`src/hdl/pcf_pkg.sv`:
```
// ----------------------------------------------------------------------------
// pcf_pkg - shared types and constants of the printf conversion formatter
// Format codes, ASCII constants, sequencer states and the digit character map.
// ----------------------------------------------------------------------------
`default_nettype none

package pcf_pkg;

	localparam int VALUE_WIDTH = 64;
	localparam int DIGIT_SLOTS = 22;
	localparam int DIGIT_W     = 4;
	localparam int CHAR_W      = 8;
	localparam int FUNC_W      = 4;
	localparam int CNT_W       = $clog2(DIGIT_SLOTS + 1);
	localparam int BIT_CNT_W   = $clog2(VALUE_WIDTH + 1);

	localparam logic [FUNC_W-1:0] FN_LITERAL = 4'd0;
	localparam logic [FUNC_W-1:0] FN_CHAR    = 4'd1;
	localparam logic [FUNC_W-1:0] FN_SDEC    = 4'd2;
	localparam logic [FUNC_W-1:0] FN_UDEC    = 4'd3;
	localparam logic [FUNC_W-1:0] FN_HEXL    = 4'd4;
	localparam logic [FUNC_W-1:0] FN_HEXU    = 4'd5;
	localparam logic [FUNC_W-1:0] FN_OCT     = 4'd6;
	localparam logic [FUNC_W-1:0] FN_PTR     = 4'd7;

	localparam logic [CHAR_W-1:0] CH_MINUS = 8'h2d;
	localparam logic [CHAR_W-1:0] CH_ZERO  = 8'h30;
	localparam logic [CHAR_W-1:0] CH_X     = 8'h78;
	localparam logic [CHAR_W-1:0] CH_PCT   = 8'h25;
	localparam logic [CHAR_W-1:0] CH_UA    = 8'h41;
	localparam logic [CHAR_W-1:0] CH_LA    = 8'h61;

	typedef enum logic [1:0] {
		RADIX_DEC,
		RADIX_HEX,
		RADIX_OCT
	} radix_t;

	typedef enum logic [2:0] {
		ST_IDLE,
		ST_CONV,
		ST_PRE,
		ST_SCAN,
		ST_EMIT
	} state_t;

	typedef struct packed {
		logic   load;
		logic   bit_step;
		logic   dig_shift;
		radix_t radix;
	} chain_ctrl_t;

	typedef struct packed {
		logic              valid;
		logic [CHAR_W-1:0] ch;
		logic              last;
	} char_push_t;

	function automatic logic [CHAR_W-1:0] digit_char(input logic [DIGIT_W-1:0] d,
		input logic upper);
		logic [CHAR_W-1:0] dw;
		dw = {4'h0, d};
		if (d < 4'd10) begin
			return CH_ZERO + dw;
		end else if (upper) begin
			return CH_UA + dw - 8'd10;
		end else begin
			return CH_LA + dw - 8'd10;
		end
	endfunction

endpackage

`default_nettype wire

```
`src/hdl/pcf_elem_if.sv`:
```
// ----------------------------------------------------------------------------
// pcf_elem_if - format element channel
// One pre-decoded format element per transfer.
// ----------------------------------------------------------------------------
`default_nettype none

interface pcf_elem_if import pcf_pkg::*; ();
	logic                   valid;
	logic                   ready;
	logic [FUNC_W-1:0]      func;
	logic                   wide;
	logic [63:0]            operand;

	modport source (output valid, output func, output wide, output operand, input ready);
	modport sink   (input valid, input func, input wide, input operand, output ready);
endinterface

`default_nettype wire

```
`src/hdl/pcf_text_if.sv`:
```
// ----------------------------------------------------------------------------
// pcf_text_if - character output channel
// One ASCII character per transfer, last marks the end of an element.
// ----------------------------------------------------------------------------
`default_nettype none

interface pcf_text_if import pcf_pkg::*; ();
	logic              valid;
	logic              ready;
	logic [CHAR_W-1:0] ch;
	logic              last;

	modport source (output valid, output ch, output last, input ready);
	modport sink   (input valid, input ch, input last, output ready);
endinterface

`default_nettype wire

```
`src/hdl/pcf_digit_chain.sv`:
```
// ----------------------------------------------------------------------------
// pcf_digit_chain - bit-serial radix conversion chain
// Shifts the magnitude in one bit per cycle through a row of digit slots
// (add-3 correction for decimal), then shifts digits out top first.
// ----------------------------------------------------------------------------
`default_nettype none

module pcf_digit_chain import pcf_pkg::*; (
	input  wire                      clk,
	input  chain_ctrl_t              ctrl,
	input  wire  [VALUE_WIDTH-1:0]   load_mag,
	output logic [DIGIT_W-1:0]       top_digit
);

	logic [VALUE_WIDTH-1:0] mag_q;
	logic [DIGIT_W-1:0]     dig_q    [DIGIT_SLOTS];
	logic [DIGIT_W-1:0]     adj      [DIGIT_SLOTS];
	logic [DIGIT_W-1:0]     stepped  [DIGIT_SLOTS];
	logic                   carry_in [DIGIT_SLOTS];

	always_comb begin
		for (int i = 0; i < DIGIT_SLOTS; i++) begin
			if (ctrl.radix == RADIX_DEC && dig_q[i] >= 4'd5) begin
				adj[i] = dig_q[i] + 4'd3;
			end else begin
				adj[i] = dig_q[i];
			end
		end
		carry_in[0] = mag_q[VALUE_WIDTH-1];
		for (int i = 1; i < DIGIT_SLOTS; i++) begin
			carry_in[i] = (ctrl.radix == RADIX_OCT) ? adj[i-1][2] : adj[i-1][3];
		end
		for (int i = 0; i < DIGIT_SLOTS; i++) begin
			if (ctrl.radix == RADIX_OCT) begin
				stepped[i] = {1'b0, adj[i][1:0], carry_in[i]};
			end else begin
				stepped[i] = {adj[i][2:0], carry_in[i]};
			end
		end
	end

	always_ff @(posedge clk) begin
		if (ctrl.load) begin
			mag_q <= load_mag;
			for (int i = 0; i < DIGIT_SLOTS; i++) begin
				dig_q[i] <= '0;
			end
		end else if (ctrl.bit_step) begin
			mag_q <= {mag_q[VALUE_WIDTH-2:0], 1'b0};
			for (int i = 0; i < DIGIT_SLOTS; i++) begin
				dig_q[i] <= stepped[i];
			end
		end else if (ctrl.dig_shift) begin
			dig_q[0] <= '0;
			for (int i = 1; i < DIGIT_SLOTS; i++) begin
				dig_q[i] <= dig_q[i-1];
			end
		end
	end

	assign top_digit = dig_q[DIGIT_SLOTS-1];

endmodule

`default_nettype wire

```
`src/hdl/pcf_sequencer.sv`:
```
// ----------------------------------------------------------------------------
// pcf_sequencer - element decode and character sequencing
// Decodes an element, drives the conversion chain, emits prefix characters,
// drops leading zero digits and emits the remaining digits.
// ----------------------------------------------------------------------------
`default_nettype none

module pcf_sequencer import pcf_pkg::*; (
	input  wire                     clk,
	input  wire                     arst_n,
	pcf_elem_if.sink                elem,
	input  wire  [DIGIT_W-1:0]      top_digit,
	input  wire                     free,
	output chain_ctrl_t             ctrl,
	output logic [VALUE_WIDTH-1:0]  load_mag,
	output char_push_t              push
);

	state_t              state_q, state_d;
	logic [BIT_CNT_W-1:0] bits_q;
	logic [CNT_W-1:0]     cnt_q;
	logic [1:0]           pre_n_q;
	logic                 num_q;
	logic [CHAR_W-1:0]    pre0_q, pre1_q;
	radix_t               radix_q;
	logic                 upper_q;

	logic                 accept;
	logic                 skip;
	logic                 dec_num;
	logic [1:0]           dec_pre_n;
	logic [CHAR_W-1:0]    dec_pre0, dec_pre1;
	radix_t               dec_radix;
	logic                 dec_upper;
	logic                 dec_full;
	logic [VALUE_WIDTH-1:0] val_w, val_n, val, neg;
	logic                 sign;

	assign accept = elem.valid && elem.ready;
	assign skip   = (top_digit == '0) && (cnt_q != CNT_W'(1));

	// element decode
	always_comb begin
		val_w    = elem.operand[VALUE_WIDTH-1:0];
		val_n    = VALUE_WIDTH'(elem.operand[31:0]);
		dec_full = elem.wide || (elem.func == FN_PTR);
		val      = dec_full ? val_w : val_n;
		sign     = elem.wide ? val_w[VALUE_WIDTH-1] : val_n[31];
		neg      = -val;
		if (!elem.wide) begin
			neg = VALUE_WIDTH'(neg[31:0]);
		end
		dec_num   = 1'b0;
		dec_pre_n = 2'd0;
		dec_pre0  = elem.operand[CHAR_W-1:0];
		dec_pre1  = elem.operand[CHAR_W-1:0];
		dec_radix = RADIX_DEC;
		dec_upper = 1'b0;
		load_mag  = val;
		unique case (elem.func) inside
			FN_LITERAL, FN_CHAR: begin
				dec_pre_n = 2'd1;
			end
			FN_SDEC: begin
				dec_num = 1'b1;
				if (sign) begin
					dec_pre_n = 2'd1;
					dec_pre0  = CH_MINUS;
					load_mag  = neg;
				end
			end
			FN_UDEC: begin
				dec_num = 1'b1;
			end
			FN_HEXL, FN_HEXU: begin
				dec_num   = 1'b1;
				dec_radix = RADIX_HEX;
				dec_upper = (elem.func == FN_HEXU);
			end
			FN_OCT: begin
				dec_num   = 1'b1;
				dec_radix = RADIX_OCT;
			end
			FN_PTR: begin
				dec_num   = 1'b1;
				dec_radix = RADIX_HEX;
				dec_pre_n = 2'd2;
				dec_pre0  = CH_ZERO;
				dec_pre1  = CH_X;
			end
			default: begin
				dec_pre_n = 2'd2;
				dec_pre0  = CH_PCT;
			end
		endcase
		// narrow operands sit left-aligned so that only their 32 bits are stepped
		if (!dec_full) begin
			load_mag = load_mag << (VALUE_WIDTH - 32);
		end
	end

	always_comb begin
		state_d = state_q;
		unique case (state_q)
			ST_IDLE: begin
				if (accept) begin
					state_d = dec_num ? ST_CONV : ST_PRE;
				end
			end
			ST_CONV: begin
				if (bits_q == BIT_CNT_W'(1)) begin
					state_d = (pre_n_q != 2'd0) ? ST_PRE : ST_SCAN;
				end
			end
			ST_PRE: begin
				if (free && pre_n_q == 2'd1) begin
					state_d = num_q ? ST_SCAN : ST_IDLE;
				end
			end
			ST_SCAN: begin
				if (!skip) begin
					state_d = ST_EMIT;
				end
			end
			ST_EMIT: begin
				if (free && cnt_q == CNT_W'(1)) begin
					state_d = ST_IDLE;
				end
			end
			default: state_d = ST_IDLE;
		endcase
	end

	always_comb begin
		elem.ready     = 1'b0;
		ctrl.load      = 1'b0;
		ctrl.bit_step  = 1'b0;
		ctrl.dig_shift = 1'b0;
		ctrl.radix     = radix_q;
		push.valid     = 1'b0;
		push.ch        = pre0_q;
		push.last      = 1'b0;
		unique case (state_q)
			ST_IDLE: begin
				elem.ready = 1'b1;
				ctrl.load  = elem.valid;
			end
			ST_CONV: begin
				ctrl.bit_step = 1'b1;
			end
			ST_PRE: begin
				push.valid = free;
				push.last  = (pre_n_q == 2'd1) && !num_q;
			end
			ST_SCAN: begin
				ctrl.dig_shift = skip;
			end
			ST_EMIT: begin
				push.valid     = free;
				push.ch        = digit_char(top_digit, upper_q);
				push.last      = (cnt_q == CNT_W'(1));
				ctrl.dig_shift = free;
			end
			default: begin
			end
		endcase
	end

	always_ff @(posedge clk or negedge arst_n) begin
		if (!arst_n) begin
			state_q <= ST_IDLE;
			bits_q  <= '0;
			cnt_q   <= '0;
			pre_n_q <= '0;
			num_q   <= 1'b0;
		end else begin
			state_q <= state_d;
			unique case (state_q)
				ST_IDLE: begin
					if (accept) begin
						bits_q  <= dec_full ? BIT_CNT_W'(VALUE_WIDTH) : BIT_CNT_W'(32);
						cnt_q   <= CNT_W'(DIGIT_SLOTS);
						pre_n_q <= dec_pre_n;
						num_q   <= dec_num;
					end
				end
				ST_CONV: begin
					bits_q <= bits_q - BIT_CNT_W'(1);
				end
				ST_PRE: begin
					if (free) begin
						pre_n_q <= pre_n_q - 2'd1;
					end
				end
				ST_SCAN: begin
					if (skip) begin
						cnt_q <= cnt_q - CNT_W'(1);
					end
				end
				ST_EMIT: begin
					if (free) begin
						cnt_q <= cnt_q - CNT_W'(1);
					end
				end
				default: begin
				end
			endcase
		end
	end

	always_ff @(posedge clk) begin
		if (accept) begin
			pre0_q  <= dec_pre0;
			pre1_q  <= dec_pre1;
			radix_q <= dec_radix;
			upper_q <= dec_upper;
		end else if (state_q == ST_PRE && free) begin
			pre0_q <= pre1_q;
		end
	end

`ifndef SYNTHESIS
	a_push_free: assert property (@(posedge clk) disable iff (!arst_n)
		push.valid |-> free)
		else $error("character pushed into a full output register");
	a_conv_bits: assert property (@(posedge clk) disable iff (!arst_n)
		(state_q == ST_CONV) |-> (bits_q != '0))
		else $error("conversion running with no bits left");
	a_digits_left: assert property (@(posedge clk) disable iff (!arst_n)
		(state_q == ST_SCAN || state_q == ST_EMIT) |-> (cnt_q != '0))
		else $error("digit phase with an empty digit count");
	a_emit_done: assert property (@(posedge clk) disable iff (!arst_n)
		(state_q == ST_EMIT && free && cnt_q == CNT_W'(1)) |=> (state_q == ST_IDLE))
		else $error("sequencer did not return to idle after the last digit");
`endif

endmodule

`default_nettype wire

```
`src/hdl/pcf_out_stage.sv`:
```
// ----------------------------------------------------------------------------
// pcf_out_stage - character output register
// Holds one character until the receiver takes it.
// ----------------------------------------------------------------------------
`default_nettype none

module pcf_out_stage import pcf_pkg::*; (
	input  wire         clk,
	input  wire         arst_n,
	input  char_push_t  push,
	output logic        free,
	pcf_text_if.source  text
);

	logic              valid_q;
	logic [CHAR_W-1:0] ch_q;
	logic              last_q;

	assign free = !valid_q || text.ready;

	always_ff @(posedge clk or negedge arst_n) begin
		if (!arst_n) begin
			valid_q <= 1'b0;
		end else if (free) begin
			valid_q <= push.valid;
		end
	end

	always_ff @(posedge clk) begin
		if (free && push.valid) begin
			ch_q   <= push.ch;
			last_q <= push.last;
		end
	end

	assign text.valid = valid_q;
	assign text.ch    = ch_q;
	assign text.last  = last_q;

endmodule

`default_nettype wire

```
`src/hdl/printf_conversion_formatter_unit.sv`:
```
// ----------------------------------------------------------------------------
// printf_conversion_formatter_unit - integer conversion stage of a printf engine
// elem takes one pre-decoded format element per transfer (func, wide, operand);
// text gives its ASCII characters most significant first, last on the final one.
// One element is worked on at a time; elem.ready is high only while idle.
// Literal, char and unknown elements: after acceptance, one character per
// cycle while the receiver takes them (1 or 2 characters).
// Numbers: after acceptance, the bit-serial conversion chain steps through 32
// bits for an int operand or 64 for a long or pointer, then 0..2 prefix
// characters, then up to 21 leading zero digits are dropped, then one digit
// per cycle while the receiver takes them. Scan and emit together pass each
// digit slot once, so without stalls a number's run is the same whatever its
// digit count.
// The output register lets the next element be accepted while the final
// character still waits. When the receiver stalls, character output holds
// in place and resumes without loss. Reset clears the sequencer and output valid.
// ----------------------------------------------------------------------------
`default_nettype none

module printf_conversion_formatter_unit import pcf_pkg::*; (
	input  wire        clk,
	input  wire        arst_n,
	pcf_elem_if.sink   elem,
	pcf_text_if.source text
);

	chain_ctrl_t            ctrl;
	logic [VALUE_WIDTH-1:0] load_mag;
	logic [DIGIT_W-1:0]     top_digit;
	char_push_t             push;
	logic                   free;

	pcf_digit_chain u_chain (
		.clk       (clk),
		.ctrl      (ctrl),
		.load_mag  (load_mag),
		.top_digit (top_digit)
	);

	pcf_sequencer u_seq (
		.clk       (clk),
		.arst_n    (arst_n),
		.elem      (elem),
		.top_digit (top_digit),
		.free      (free),
		.ctrl      (ctrl),
		.load_mag  (load_mag),
		.push      (push)
	);

	pcf_out_stage u_out (
		.clk    (clk),
		.arst_n (arst_n),
		.push   (push),
		.free   (free),
		.text   (text)
	);

endmodule

`default_nettype wire

```
`src/flat_wrapper.sv`:
```
// flat-port wrapper written by rule: the top's interface ports become plain ports
module printf_conversion_formatter_unit_flat import pcf_pkg::*;
  (clk, arst_n, elem_valid, elem_func, elem_wide, elem_operand, elem_ready, text_valid, text_ch, text_last, text_ready);
  pcf_elem_if elem_i ();
  pcf_text_if text_i ();
  input  wire clk;
  input  wire arst_n;
  input wire logic [$bits(elem_i.valid)-1:0] elem_valid;
  input wire logic [$bits(elem_i.func)-1:0] elem_func;
  input wire logic [$bits(elem_i.wide)-1:0] elem_wide;
  input wire logic [$bits(elem_i.operand)-1:0] elem_operand;
  output wire logic [$bits(elem_i.ready)-1:0] elem_ready;
  output wire logic [$bits(text_i.valid)-1:0] text_valid;
  output wire logic [$bits(text_i.ch)-1:0] text_ch;
  output wire logic [$bits(text_i.last)-1:0] text_last;
  input wire logic [$bits(text_i.ready)-1:0] text_ready;
  assign elem_i.valid = elem_valid;
  assign elem_i.func = elem_func;
  assign elem_i.wide = elem_wide;
  assign elem_i.operand = elem_operand;
  assign elem_ready = elem_i.ready;
  assign text_valid = text_i.valid;
  assign text_ch = text_i.ch;
  assign text_last = text_i.last;
  assign text_i.ready = text_ready;
  printf_conversion_formatter_unit u_core (.clk(clk), .arst_n(arst_n), .elem(elem_i), .text(text_i));
endmodule
```
`config.mk`:
```
export PLATFORM = sky130hd
export DESIGN_NAME = printf_conversion_formatter_unit_flat
export DESIGN_NICKNAME = d
export VERILOG_FILES = /design/src/hdl/pcf_pkg.sv /design/src/hdl/pcf_elem_if.sv /design/src/hdl/pcf_text_if.sv /design/src/hdl/pcf_digit_chain.sv /design/src/hdl/pcf_sequencer.sv /design/src/hdl/pcf_out_stage.sv /design/src/hdl/printf_conversion_formatter_unit.sv /design/src/flat_wrapper.sv
export SDC_FILE = /design/constraint.sdc
export NUM_CORES = 1
export LEC_CHECK = 0
export ABC_AREA = 1
export BUFFER_PORTS_ARGS = -buffer_cell sky130_fd_sc_hd__buf_2
export CELL_PAD_IN_SITES_DETAIL_PLACEMENT = 0
export CELL_PAD_IN_SITES_GLOBAL_PLACEMENT = 1
export CORE_UTILIZATION = 48
export CTS_BUF_LIST = sky130_fd_sc_hd__clkbuf_4 sky130_fd_sc_hd__clkbuf_8
export DETAILED_ROUTE_END_ITERATION = 10
export PLACE_DENSITY = 0.8
export SLEW_MARGIN = 20
export SYNTH_ARGS = -nofsm -noshare
export SYNTH_HDL_FRONTEND = slang
export SYNTH_SLANG_ARGS = --single-unit
export TNS_END_PERCENT = 100
```
`constraint.sdc`:
```
create_clock -name clk -period 5 [get_ports clk]
set_clock_uncertainty 0.2 [all_clocks]
set_input_delay 1 -clock clk [delete_from_list [all_inputs] [get_ports clk]]
set_output_delay 1 -clock clk [all_outputs]
set_load 0.005 [all_outputs]
```
* Word level (Yosys, flattened, before mapping)
Memory sizes are Yosys's and may differ from the RTL's.
Index checks and enable logic that the tools add are counted.
** Cells by class
- Bitwise operators :: 44
- $add $sub $neg :: 31
- Magnitude comparators :: 23
- Reductions and logical operators :: 55
- Eq/ne operators :: 24
- Multiplexer cells :: 162
** Operators by type and width (count)
- 64-bit 2-to-1 mux :: 7
- 4-bit 2-to-1 mux :: 87
- 4-bit by 3-bit >= comparator with 1-bit output (second input constant) :: 22
- 4-bit by 2-bit adder with 4-bit output (second input constant) :: 21
- 64-bit negation :: 1
- 8-bit 2-to-1 mux :: 6
- 1-bit bitwise OR :: 44
- 1-bit 2-to-1 mux :: 38
- 1-bit logical AND :: 29
- 8-bit case mux with 3 select lines :: 1
- 3-bit 2-to-1 mux :: 6
- 7-bit by 4-bit adder with 8-bit output (first input constant) :: 2
- 4-bit by 3-bit == test with 1-bit output (second input constant) :: 4
- 2-bit != test (second input constant) :: 8
- 8-bit by 4-bit subtractor with 8-bit output (second input constant) :: 2
- 5-bit 2-to-1 mux :: 3
- 3-bit case mux with 5 select lines :: 1
- 5-bit case mux with 3 select lines :: 1
- 7-bit 2-to-1 mux :: 2
- 7-bit case mux with 2 select lines :: 1
- 6-bit OR reduction :: 2
- 2-bit nonzero test :: 5
- 4-bit by 2-bit == test with 1-bit output (second input constant) :: 2
- 4-bit logical NOT :: 2
- 31 further kinds :: 42
** Word-level totals
- Memories :: 1
- RAM bits :: 88
- Output and inout bits :: 11
- Bits in registers :: 111
- Logic and storage cells :: 353
** Memory list
- u_core.u_chain.dig_q :: depth 22, bits a word 4, read ports 22, clocked after Yosys merged registers in 0, wr ports 22, RTL line pcf_digit_chain.sv:16 : logic [DIGIT_W-1:0] dig_q [DIGIT_SLOTS];

* Logic depth before layout (Yosys ltp)
Gate-level depths: netlist of run 1.
- Word-level depth :: 9
- Depth in mapped cells :: 17

* By module
From an unflattened synthesis of run 1, not the netlist that was laid out.
** Second synthesis, totals
- Cell total of the unflattened synthesis :: 1960
- Area, all modules :: 14490.1 sq um
** Modules (own cells, without submodules)
- pcf_digit_chain :: times used 1, area an instance 9390.3 sq um, cells each 1132, seq. area each 4564.4 sq um
- pcf_sequencer :: times used 1, area an instance 4784.6 sq um, cells each 813, seq. area each 1021.0 sq um
- pcf_out_stage :: times used 1, area an instance 315.3 sq um, cells each 15, seq. area each 295.3 sq um

* Least setup slack after synthesis of run 1
No wires, ideal clock.
- Path type :: input -> register
- Start :: input text_ready
- End :: memory u_core.u_chain.dig_q[0][0] (enable)
- Stages on the path :: 8
- Required time :: 3.977 ns
- Library setup time :: 0.823 ns
- Buffers on the path :: 2
- Slack :: 0.822 ns
- Data arrival time :: 3.155 ns
- Cell sequence :: nor2_1 > nor2_1 > inv_2 > nand2_2 > inv_2 > buf_2 > buf_2 > nand2_1
** RTL lines
- start: declaration :: RTL line flat_wrapper.sv:16 : input wire logic [$bits(text_i.ready)-1:0] text_ready;
- end: declaration :: RTL line pcf_digit_chain.sv:16

* Worst setup path in the final report of run 1
- Start :: input elem_func[0]
- End :: register u_core.u_chain.mag_q[43] (data pin)
** On the way
- Cells in the longest elaborated chain, start to end :: 9
** RTL lines
- start: declaration :: RTL line flat_wrapper.sv:9 : input wire logic [$bits(elem_i.func)-1:0] elem_func;
- 4-bit by 3-bit == test with 1-bit output :: RTL line pcf_sequencer.sv:46 : dec_full = elem.wide || (elem.func == FN_PTR);
- 1-bit logical OR :: RTL line pcf_sequencer.sv:46
- 64-bit 2-to-1 mux :: RTL line pcf_sequencer.sv:47 : val = dec_full ? val_w : val_n;
- 64-bit negation :: RTL line pcf_sequencer.sv:49 : neg = -val;
- 64-bit 2-to-1 mux :: RTL line pcf_sequencer.sv:50 : if (!elem.wide) begin
- 64-bit 2-to-1 mux :: RTL line pcf_sequencer.sv:66 : if (sign) begin
- 64-bit 2-to-1 mux :: RTL line pcf_sequencer.sv:60 : unique case (elem.func) inside
- 64-bit 2-to-1 mux (*) :: RTL line pcf_sequencer.sv:97 : if (!dec_full) begin
- 64-bit 2-to-1 mux (*) :: RTL line pcf_digit_chain.sv:43 : if (ctrl.load) begin
- end signal: assignment :: RTL line pcf_digit_chain.sv:44 : mag_q <= load_mag;
- end signal: assignment :: RTL line pcf_digit_chain.sv:49 : mag_q <= {mag_q[VALUE_WIDTH-2:0], 1'b0};
- end: declaration :: RTL line pcf_digit_chain.sv:15 : logic [VALUE_WIDTH-1:0] mag_q;
Every way passes the cells marked *; elsewhere a longest branch is shown, timed or not.
A chain may end at the register's enable or synchronous reset.

==> metrics.cfg, run 1 <==
[outcome]
status=finished, violations left
failed_checks=DRC

[yosys]
syn_nets=1769
synth_top_area_frac=0.400
avgSynthCellArea_um2=8.22
synthCells=1644
synth-seq-area-share=0.435
synth.distinct_cells=58
yosys-top-cells-area=edfxtp_1 40%, nand2_1 9.4%, o21ai_0 6.6%, inv_1 5.9%, xor2_1 5.7%
synth_area_um2=13500
synth_seq_cells=199
ys.warnings.count=0
yosysTopAreaCell=edfxtp_1

[route]
vias=11500
drtAntennaViolNets=0
drc=2
routedWlPerCell_um=17.9
vias_per_cell=5.52
first_pass_iters=10
drtIter0Drc=999
wirelength_mm=37.4

[place]
dp_cells=2057
hpwlAfterDp_mm=26.3
numPortBuffers=83
gp_congestion=0.911

[floorplan]
io_pins=84
die_area_um2=28800
core_area_um2=27700
die_w_um=170
initial_core_util=0.488
die_h_um=170
rows=61

[power]
switching_share=0.428
pwr-share-seq=0.437
p_comb_frac=0.429
powerDensity_nw_per_um2=556
ir_worst_vdd_mv=0.376
power_switching_w=0.00349
finalPower_w=0.00814
p_clk_frac=0.135
p_int_w=0.00465
leakagePower_nw=6.13

[clocking]
cts_made_buffers=17
clockRootBuffer=clkbuf_8
cts_tree=built
clock-sinks=199
holdBufCountCts=0
cts_setup_buffers=0
cts_buffer_depth=2
ctsResizeCount=0
cts.htree.levels=4
path_clk_slew_ns=0.11
clk-insertion-delay-late_ns=0.51

[cells_and_area]
diodes=0
synthToLayoutAreaGrowth_pct=8.24
layoutNonFillerInstCount=2089
final_cell_mix=336 x nand2_1, 210 x inv_1, 180 x edfxtp_1
finish.utilization=0.528
nets=1823
drive_gt1_frac=0.126
layout_commonest_cell=nand2_1

[global_routing]
grt_max_degree=85
track_usage=0.267
grt_overflow=0
grt_pass1_wl_mm=59.1
grt_pass1_vias=10700
antenna_found_initial=3

[sta]
rsz0062_at_grt=false
fin_tns_setup_ns=0
hold_viol_final=0
period_share=0.670
final_max_slew_viol_count=0
holdWs_ns=0.231
final.min_clock_period_ns=3.35
slew_headroom=0.333
fmax_mhz=298
worst-slew-pin-transition_ns=1.00
finalSetupViolations=0

[min_path]
min_path_type=input port to asynchronous set/reset pin

[worst_setup_path]
crit_type=input port to flop
cp.arrival_ns=3.42
crit_required_ns=5.07
cp-end-kind=flop
cp_max_fo=76
rr_worst_depth=10
worst_setup_path_start_kind=input port

[job]
cap_viol_max_count=0

final timing paths:
check	slack, ns	end	start
min in group clk	0.27	u_core.u_seq.cnt_q[4]$_DFFE_PN0P_	u_core.u_seq.cnt_q[4]$_DFFE_PN0P_
setup reg to reg	1.78	u_core.u_chain.dig_q[0][2]$_SDFFCE_PP0P_	u_core.u_seq.state_q[1]$_DFFE_PN0P_
hold / removal	0.23	u_core.u_seq.num_q$_DFFE_PN0P_	arst_n
setup / recovery	1.65	u_core.u_chain.mag_q[43]$_DFFE_PP_	elem_func[0]
max in group asynchronous	4.04	u_core.u_seq.bits_q[1]$_DFFE_PN0P_	arst_n
hold reg to reg	0.27	u_core.u_seq.cnt_q[4]$_DFFE_PN0P_	u_core.u_seq.cnt_q[4]$_DFFE_PN0P_
cells in the mapped netlist, drive strengths merged:
| master | instances |
|---|---|
| a211oi | 4 |
| a21boi | 9 |
| a21oi | 56 |
| a221oi | 2 |
| a22oi | 2 |
| a2bb2oi | 2 |
| a31oi | 3 |
| a32o | 1 |
| a32oi | 1 |
| buf | 27 |
| clkbuf | 34 |
| clkinv | 2 |
| dfrtp | 19 |
| edfxtp | 180 |
| ha | 52 |
| inv | 226 |
| nand2 | 348 |
| nand3 | 84 |
| nand3b | 6 |
| nand4 | 19 |
| nor2 | 129 |
| nor3 | 20 |
| nor3b | 2 |
| o211ai | 37 |
| o21a | 5 |
| o21ai | 204 |
| o21bai | 2 |
| o221ai | 2 |
| o22ai | 53 |
| o311ai | 1 |
| o31ai | 2 |
| o32a | 1 |
| o32ai | 1 |
| or2 | 17 |
| or3 | 1 |
| xnor2 | 2 |
| xor2 | 88 |
critical path, stage by stage:
cell and delay (ns):
buf_2 0.13, nand2_2 0.10, inv_2 0.05, nand2_4 0.11, nand2_4 0.45, nand2_2 0.27
inv_2 0.07, nor2_2 0.16, nand3_1 0.11, nor2_2 0.26, nand2_1 0.19, nand2_1 0.09
nand2_1 0.05, nand3_1 0.06, o21ai_0 0.14, nand2_1 0.11, nand2_1 0.05
cells by family after synthesis:
logic type / after synthesis / synth area share
flops: 199 / 0.435
xor+xnor: 90 / 0.0583
buf+inv: 289 / 0.0855
fa+ha+maj: 52 / 0.0481
simple gates: 626 / 0.203
compound gates: 388 / 0.170
power groups by stage:
stage / clock network [W] / logic [W] / registers [W]
after floorplan: 0 / 0.00258 / 0.00347
after global placement: 0 / 0.00343 / 0.00356
after detailed placement: 0 / 0.00348 / 0.00358
after CTS: 0.00112 / 0.00351 / 0.00355
after global routing: 0.00117 / 0.00398 / 0.00365
final: 0.00110 / 0.00349 / 0.00355
cell type report:
cell class / count / area [µm²]
fillers: 2718 / 13100
multi-input cells: 1156 / 6500
flip-flops and latches: 199 / 5880
inverters: 228 / 856
repair buffers: 96 / 513
well taps: 378 / 473
clock buffers: 19 / 262
clock inverters: 13 / 139
through the flow:
step / setup WS, ns / area [µm²]
2_1_floorplan: 0.822 / 13500
4_1_cts: 1.70 / 14600
3_5_place_dp: 1.15 / 14200
5_1_grt: 1.45 / 14600
3_3_place_gp: 1.17 / 14200
6_report: 1.65 / 14600
per-layer routing:
layer  vias up  GRT usage  part of all wire
met5         -          0           0.00099
met4         6     0.0595             0.012
met3        37     0.0375             0.058
met2       340      0.422              0.45
met1      5474      0.388              0.48
li1       5671          -                 -
flip-flops by register name, indices dropped and copies added (netlist names):
register and cells:
u_core.u_seq.bits_q 7, u_core.u_seq.cnt_q 5, u_core.u_out.text.valid 1, u_core.u_chain.mag_q 64
u_core.u_seq.pre_n_q 2, u_core.u_seq.upper_q 1, u_core.u_seq.state_q 3, u_core.u_out.text.ch 8
u_core.u_seq.num_q 1, u_core.u_out.text.last 1, u_core.u_seq.pre0_q 8, u_core.u_seq.pre1_q 8
u_core.u_seq.radix_q 2, u_core.u_chain.dig_q 88
No activity file was read; power rests on OpenSTA's default activity.
==> run 2: changes to the inputs <==
--- a/config.mk
+++ b/config.mk
@@ -9,10 +9,10 @@
 export BUFFER_PORTS_ARGS = -buffer_cell sky130_fd_sc_hd__buf_2
 export CELL_PAD_IN_SITES_DETAIL_PLACEMENT = 0
 export CELL_PAD_IN_SITES_GLOBAL_PLACEMENT = 1
-export CORE_UTILIZATION = 48
+export CORE_UTILIZATION = 44
 export CTS_BUF_LIST = sky130_fd_sc_hd__clkbuf_4 sky130_fd_sc_hd__clkbuf_8
 export DETAILED_ROUTE_END_ITERATION = 10
-export PLACE_DENSITY = 0.8
+export PLACE_DENSITY = 0.77
 export SLEW_MARGIN = 20
 export SYNTH_ARGS = -nofsm -noshare
 export SYNTH_HDL_FRONTEND = slang
==> constraint.sdc (replaced) <==
create_clock -name clk -period 3 [get_ports clk]
set_clock_uncertainty 0.2 [all_clocks]
set_input_delay 0.6 -clock clk [delete_from_list [all_inputs] [get_ports clk]]
set_output_delay 0.6 -clock clk [all_outputs]
set_load 0.005 [all_outputs]
==> metrics.cfg, run 2 (same netlist as run 1, synthesis figures left out) <==
[sta]
hold_viol_final=0
rsz0062_at_grt=false
period_share=0.901
finalSetupViolations=0
final_max_slew_viol_count=0
worst-slew-pin-transition_ns=0.707
setup_ws_ns=0.296
final.min_clock_period_ns=2.70
holdWs_ns=0.260
fmax_mhz=370
slew_headroom=0.528

[worst_setup_path]
cp_max_fo=37
rr_worst_depth=8
crit_required_ns=2.99
worst_setup_path_start_kind=flop
cp.arrival_ns=2.70
crit_type=flop to flop
slowest_stage=dfrtp_1
r2r-end=u_core.u_chain.mag_q[57]$_DFFE_PP_
cpPeakStageDelay_ns=0.44
path_cells=nor2_1 > inv_2 > nor2_2 > nand2_2 > inv_2 > nor2_2 > clkinvlp_4 > buf_12
cp-end-kind=flop
reg2reg_setup_slack_ns=0.30
reg2reg_from=u_core.u_seq.state_q[1]$_DFFE_PN0P_

[power]
p_int_w=0.00807
leakagePower_nw=6.32
finalPower_w=0.0139
switching_share=0.419
p_clk_frac=0.141
power_switching_w=0.00581
ir_worst_vdd_mv=0.479
pwr-share-seq=0.422
p_comb_frac=0.437
powerDensity_nw_per_um2=926

[cells_and_area]
final_cell_mix=336 x nand2_1, 210 x inv_1, 180 x edfxtp_1
diodes=0
largest_register=u_core.u_chain.dig_q
largest_register_ffs=88
reg.largest.list=u_core.u_chain.dig_q (88), u_core.u_chain.mag_q (64)
synthToLayoutAreaGrowth_pct=10.9
layout_commonest_cell=nand2_1
drive_gt1_frac=0.142
nets=1854
design_area_um2=15000

[clocking]
cts_made_buffers=17
cts.htree.levels=4
clk-insertion-delay-late_ns=0.50
clock-sinks=199
path_clk_slew_ns=0.13
cts_tree=built
clockRootBuffer=clkbuf_8
cts_buffer_depth=2

[floorplan]
io_pins=84
die_h_um=177
core_area_um2=30000
die_area_um2=31400
initial_core_util=0.451
rows=63
die_w_um=177

[route]
drtIter0Drc=848
routedWlPerCell_um=17.2
drtAntennaViolNets=0
first_pass_iters=5
wirelength_mm=36.7
vias=11600
vias_per_cell=5.43
drc=0

[global_routing]
antenna_found_initial=0
grt_max_degree=65
track_usage=0.241
grt_pass1_wl_mm=58.9
grt_overflow=0
grt_pass1_vias=11200

[min_path]
min_path_type=input port to flop
min_path_cells=3
holdPathEnd=u_core.u_seq.pre1_q[5]$_SDFFCE_PP1P_
hold_start=elem_operand[5]

[outcome]
status=finished, final reports clean

[job]
cap_viol_max_count=0

[place]
gp_congestion=0.892
numPortBuffers=83
post-place-ws_ns=-0.129
post_dp_cell_area_um2=14500
hpwlAfterDp_mm=26.9

[run 2: changes by cell type in the layout (fill, tap and decap cells not counted), moves of 2 or more]
cell,before,now
buf_4,13,37
buf_12,0,6
bufinv_16,1,3
clkbuf_8,19,17
clkinv_4,5,3
[run 2: final cells by class]
type                       count  area, µm²
clock inverter                14        191
multi-input combinational   1156       6510
sequential                   199       5880
tap                          390        488
timing repair buffer         127        823
fill                        2895      15000
inverter                     228        860
clock buffer                  18        241
[run 2: metrics by stage]
| stage | instances | TNS [ns] | utilization |
|---|---|---|---|
| global placement | 2099 | -0.107 | 0.486 |
| floorplan | 1644 | 0 | - |
| finish | 2132 | 0 | 0.501 |
| CTS | 2132 | 0 | 0.501 |
| detailed placement | 2099 | -0.178 | 0.486 |
| global route | 2132 | 0 | 0.501 |
[run 2: power groups by stage]
| stage | Sequential, W | Clock (W) | Combinational, W |
|---|---|---|---|
| global route | 0.00602 | 0.00207 | 0.00697 |
| detailed placement | 0.00591 | 0 | 0.00609 |
| floorplan | 0.00573 | 0 | 0.00432 |
| CTS | 0.00586 | 0.00200 | 0.00612 |
| finish | 0.00586 | 0.00196 | 0.00606 |
| global placement | 0.00589 | 0 | 0.00598 |
[run 2: how the worst max path moves through the flow]
stage / from / to / slack, ns / cells past startpoint
after detailed placement: elem_operand[1] / u_core.u_chain.mag_q[60]$_DFFE_PP_ / -0.13 / 14
after global placement: elem_operand[1] / u_core.u_chain.mag_q[60]$_DFFE_PP_ / -0.09 / 14
after floorplan: elem_valid / u_core.u_seq.bits_q[6]$_DFFE_PN0P_ / 0.17 / 6
after CTS: u_core.u_seq.state_q[1]$_DFFE_PN0P_ / u_core.u_chain.mag_q[57]$_DFFE_PP_ / 0.33 / 8
after global routing: u_core.u_seq.state_q[1]$_DFFE_PN0P_ / u_core.u_chain.mag_q[59]$_DFFE_PP_ / 0.14 / 8
final: u_core.u_seq.state_q[1]$_DFFE_PN0P_ / u_core.u_chain.mag_q[57]$_DFFE_PP_ / 0.30 / 8
[run 2: worst max-delay path: cells and delay by family, from the launching register on]
kind          cells  cell delay (ns)
simple gates      4             0.70
flops             1             0.44
buf+inv           4             1.02
[run 2: per-layer routing]
| layer | vias up | share of wire | GRT usage |
|---|---|---|---|
| li1 | 5734 | - | - |
| met3 | 53 | 0.050 | 0.0357 |
| met2 | 312 | 0.44 | 0.375 |
| met5 | - | 0 | 0 |
| met1 | 5470 | 0.48 | 0.343 |
| met4 | 0 | 0.025 | 0.0808 |
[run 2: repair_timing]
| action | CTS | global route |
|---|---|---|
| resized for setup | 0 | 0 |
| hold buffers | 1 | 0 |
| endpoints found under the hold margin | 19 | 0 |
| buffers inserted | 0 | 0 |
